File: src/insertion_sorter_assert.svh
// Assertion macros used by the insertion sorter module.
`ifndef INSERTION_SORTER_ASSERT_SVH
`define INSERTION_SORTER_ASSERT_SVH

// Property checked on every rising edge outside reset.
`define INS_ASSERT(name, prop) \
  name: assert property (@(posedge clk) disable iff (rst) prop) \
    else $error("insertion sorter check failed");

// Property checked on every rising edge, reset included.
`define INS_ASSERT_ALWAYS(name, prop) \
  name: assert property (@(posedge clk) prop) \
    else $error("insertion sorter check failed");

`endif

File: src/ins_sort_pkg.sv
// Package with the item types and cell control type of the insertion sorter.
`default_nettype none

package ins_sort_pkg;

  localparam int VALUE_W = 32;

  typedef logic signed [VALUE_W-1:0] value_t;

  typedef struct packed {
    value_t in_value;
    logic   in_last;
  } in_item_t;

  typedef struct packed {
    value_t out_value;
    logic   out_last;
    logic   overflow;
  } out_item_t;

  typedef struct packed {
    logic ins;
    logic shift;
  } cell_ctrl_t;

endpackage

`default_nettype wire

File: src/ins_sort_cell.sv
// One cell of the insertion chain: holds a value and its occupied bit.
`default_nettype none

module ins_sort_cell
  import ins_sort_pkg::*;
(
  input  wire logic       clk,
  input  wire logic       rst,
  input  wire cell_ctrl_t ctrl,
  input  wire value_t     new_value,
  input  wire value_t     left_value,
  input  wire logic       left_occ,
  input  wire logic       left_gt,
  input  wire value_t     right_value,
  input  wire logic       right_occ,
  output value_t          value,
  output logic            occ,
  output logic            gt
);

  logic take_new;

  assign gt       = occ && (value > new_value);
  assign take_new = gt || (!occ && left_occ);

  always_ff @(posedge clk) begin
    if (rst) begin
      occ <= 1'b0;
    end else if (ctrl.ins) begin
      if (left_gt || take_new) begin
        occ <= 1'b1;
      end
    end else if (ctrl.shift) begin
      occ <= right_occ;
    end
  end

  always_ff @(posedge clk) begin
    if (ctrl.ins) begin
      if (left_gt) begin
        value <= left_value;
      end else if (take_new) begin
        value <= new_value;
      end
    end else if (ctrl.shift) begin
      value <= right_value;
    end
  end

endmodule

`default_nettype wire

File: src/insertion_sorter.sv
// Insertion sorter: a systolic chain of cells that sorts a set and drains it in order.
// Collecting: one item per cycle; every cell compares and shifts in the same cycle.
// Drain: the first result is offered the cycle after the closing item is accepted,
// then one result per cycle while result_stall is low.
// Items are stalled during the drain. Reset clears the occupied bits of all cells,
// the overflow flag and the drain state; no clearing pass is needed.
`default_nettype none

module insertion_sorter
  import ins_sort_pkg::*;
#(
  parameter int DEPTH = 32
) (
  input  wire logic      clk,
  input  wire logic      rst,
  input  wire logic      item_valid,
  output logic           item_stall,
  input  wire in_item_t  item,
  output logic           result_valid,
  input  wire logic      result_stall,
  output out_item_t      result
);

  `include "insertion_sorter_assert.svh"

  value_t           vals [DEPTH];
  logic [DEPTH-1:0] occ;
  logic [DEPTH-1:0] gts;
  cell_ctrl_t       ctrl;
  logic             draining;
  logic             dropped;
  logic             item_take;
  logic             result_take;

  assign item_stall   = draining;
  assign item_take    = item_valid && !item_stall;
  assign result_valid = draining && occ[0];
  assign result_take  = result_valid && !result_stall;

  assign ctrl.ins   = item_take && !occ[DEPTH-1];
  assign ctrl.shift = result_take;

  assign result.out_value = vals[0];
  assign result.out_last  = !occ[1];
  assign result.overflow  = dropped;

  for (genvar i = 0; i < DEPTH; i++) begin : g_cell
    value_t lv;
    logic   lo;
    logic   lg;
    value_t rv;
    logic   ro;

    if (i == 0) begin : g_first
      assign lv = item.in_value;
      assign lo = 1'b1;
      assign lg = 1'b0;
    end else begin : g_inner_l
      assign lv = vals[i-1];
      assign lo = occ[i-1];
      assign lg = gts[i-1];
    end

    if (i == DEPTH - 1) begin : g_last
      assign rv = vals[i];
      assign ro = 1'b0;
    end else begin : g_inner_r
      assign rv = vals[i+1];
      assign ro = occ[i+1];
    end

    ins_sort_cell u_cell (
      .clk         (clk),
      .rst         (rst),
      .ctrl        (ctrl),
      .new_value   (item.in_value),
      .left_value  (lv),
      .left_occ    (lo),
      .left_gt     (lg),
      .right_value (rv),
      .right_occ   (ro),
      .value       (vals[i]),
      .occ         (occ[i]),
      .gt          (gts[i])
    );
  end

  always_ff @(posedge clk) begin
    if (rst) begin
      draining <= 1'b0;
      dropped  <= 1'b0;
    end else if (result_take && result.out_last) begin
      draining <= 1'b0;
      dropped  <= 1'b0;
    end else if (item_take) begin
      if (occ[DEPTH-1]) begin
        dropped <= 1'b1;
      end
      if (item.in_last) begin
        draining <= 1'b1;
      end
    end
  end

  `INS_ASSERT(a_occ_contiguous, ((occ & (occ + DEPTH'(1))) == '0))
  `INS_ASSERT(a_close_offers_result, (item_take && item.in_last) |=> result_valid)
  `INS_ASSERT(a_drain_empties, (result_take && result.out_last) |=> (!draining && (occ == '0)))
  `INS_ASSERT_ALWAYS(a_reset_idle, rst |=> (!draining && !dropped))

endmodule

`default_nettype wire
File: config.mk
export PLATFORM = sky130hd
export DESIGN_NAME = insertion_sorter
export DESIGN_NICKNAME = d
export VERILOG_FILES = /design/src/ins_sort_pkg.sv /design/src/ins_sort_cell.sv /design/src/insertion_sorter.sv
export VERILOG_INCLUDE_DIRS = /design/src /design/src/src
export SDC_FILE = /design/constraint.sdc
export NUM_CORES = 2
export LEC_CHECK = 0
export BUFFER_PORTS_ARGS = -buffer_cell sky130_fd_sc_hd__buf_2
export CORE_ASPECT_RATIO = 0.9
export CORE_UTILIZATION = 30
export CTS_BUF_LIST = sky130_fd_sc_hd__clkbuf_8
export CTS_CLUSTER_SIZE = 14
export DETAILED_ROUTE_END_ITERATION = 10
export HOLD_SLACK_MARGIN = 0.03
export SLEW_MARGIN = 20
export SYNTH_ARGS = -nofsm -noshare
export SYNTH_HDL_FRONTEND = slang
export SYNTH_HIERARCHICAL = 1
export SYNTH_SLANG_ARGS = --single-unit
File: constraint.sdc
create_clock -name clk -period 14.85 [get_ports clk]
set_input_delay 4.455 -clock clk [delete_from_list [all_inputs] [get_ports clk]]
set_output_delay 4.455 -clock clk [all_outputs]
set_load 0.02 [all_outputs]
==> flow_summary.ini <==
[die]
row_count = 180
core_mm2 = 0.268
die-area_mm2 = 0.273
io_pins = 73
die_h_um = 496
fp.dieW_um = 550
initial_core_util_pct = 30.3

[timing]
maxSlewHeadroom_pct = 29.3
layout_setup_ws_ns = 5.97
whs_ns = 0.471
rsz0062_at_grt = false
skew_ns = 0.0727
period_needed_ns = 8.88
slew_violations = 0
tightestPinTransition_ns = 1.06
fmax_ghz = 0.113
setup_viol = 0
hold_viol = 0
timing.setup.tns_ns = 0
finalCritPeriodShare_pct = 59.8

[detailed_routing]
dr.first_iter.drc_count = 6564
detail-route-antenna-nets = 0
vias = 67847
viasPerCell = 5.45
drt-wirelength-per-cell_um = 21.2
totalWireLength_um = 264000
drc_errors = 0
drtPass1Iterations = 8

[global_routing]
grt_pass1_vias = 66978
grt_pass1_wl_um = 401000
grtUsageTotal_pct = 18.8
antenna_found_initial = 8
gr-total-overflow = 0
grt_max_degree = 243

[synth]
syn_area_mm2 = 0.0812
ys.warnings.count = 6
avgSynthCellArea_um2 = 9.31
syn-instance-count = 8716

[setup_path]
cpMostUsedCell = buf_4
endpoint_kind = flip-flop
worst_path_dominant_cell_family = buffers and inverters
crit_buf_inv = 5
critPathMaxStageDelay_ns = 0.65
worstSetupPathType = in2reg
r2r_cells = 12
path_max_fanout = 43
critPathSlowestCell = nand2_1
path_cells = buf_2 > buf_4 > inv_1 > ha_1 > a21oi_1 > o21ai_1 > a221oi_1 > a31oi_1 > or3_1 > a21boi_4 > buf_4 > a211oi_1 > nor2_1 > a21oi_1 > nand2_1 > buf_4
start_kind = input pin
arrival_ns = 9.46
worstPathRequired_ns = 15.44
cp.depth = 16

[pwr]
pwr_density_cell_mw_per_mm2 = 115
power_switching_share_pct = 37.2
leakage_nw = 36.0
seqPwrFrac_pct = 43.9
pwr-share-clk_pct = 26.5
net-switching-power_mw = 3.83
ir_worst_vdd_v = 0.0000702
finalPower_mw = 10.3
p_comb_share_pct = 29.6
power.internal_mw = 6.46

[placed_design]
place_area_mm2 = 0.0860
gp_congestion = 0.886
hpwlAfterDp_um = 192000
pre_cts_ws_ns = 5.22
port_buffers = 72
dp_cells = 12101

[clock_network]
post_cts_buffers = 0
cts_buffers = 191
cts_tree = done
clock_path_buffers = 4
cts_sinks = 1058
cts.hold.buffers_added = 0
ctsHtreeMaxLevel = 4
post_cts_resized = 0
cts.root.buffer_cell = clkbuf_8
path_clk_slew_ns = 0.06
clock_latency_ns = 0.94

[finish]
final_area_mm2 = 0.0895
area_growth_pct = 10.2
final_cells = 12444
final_cell_mix = a21oi_1 (1,441), nor2_1 (1,217), inv_1 (1,191)
fin_util_pct = 33.4
final_nets = 9806
drive_gt1_share_pct = 6.69
layout_commonest_cell = a21oi_1

[hold_path]
hold_depth = 2
min_path_type = reg2reg

[status]
status = completed

[flow_run]
max-cap-violations = 0
==> registers in the layout, summed over array words and instances (netlist names) <==
signal,cells
g_cell.u_cell/occ,32
item_stall,1
dropped,1
g_cell.u_cell/value,1024
==> per-layer routing <==
metal  GRT usage [%]  share of wire [%]  up-vias
li1                -                  -    31423
met1            27.0                 46    33418
met2            28.8                 43     2558
met3            2.98                7.8      444
met4            5.46                2.7        4
met5               0             0.0095        -
==> final timing paths <==
check,start,end,slack (ns)
max,item[8],g_cell[22].u_cell/value[12],5.97
min,dropped,dropped,0.47
max reg2reg,g_cell[0].u_cell/value[22],g_cell[1].u_cell/value[25],9.95
min reg2reg,dropped,dropped,0.47
==> worst min-delay path, stage by stage, from the launching register on <==
cell	delay, ns
dfxtp_1	0.31
inv_1	0.06
a221oi_2	0.05
==> cell type report <==
cell class,count,area [um2]
Clock buffer,199,2740
Tap cell,3549,4440
Clock inverter,142,766
Antenna cell,2,5.00
Sequential cell,1058,31400
Inverter,1122,4210
Timing Repair Buffer,188,1400
Multi-Input combinational cell,6184,44500
Fill cell,27384,179000
==> power by group through the flow <==
| stage | Clock, mW | Sequential, mW | Combinational, mW |
|---|---|---|---|
| 3_5_place_dp | 0 | 4.57 | 3.00 |
| 6_report | 2.72 | 4.52 | 3.05 |
| 2_1_floorplan | 0 | 4.30 | 2.16 |
| 3_3_place_gp | 0 | 4.56 | 2.86 |
| 4_1_cts | 2.80 | 4.51 | 3.01 |
| 5_1_grt | 2.91 | 4.57 | 3.39 |
Note: power is estimated with default switching activity, not from simulation.
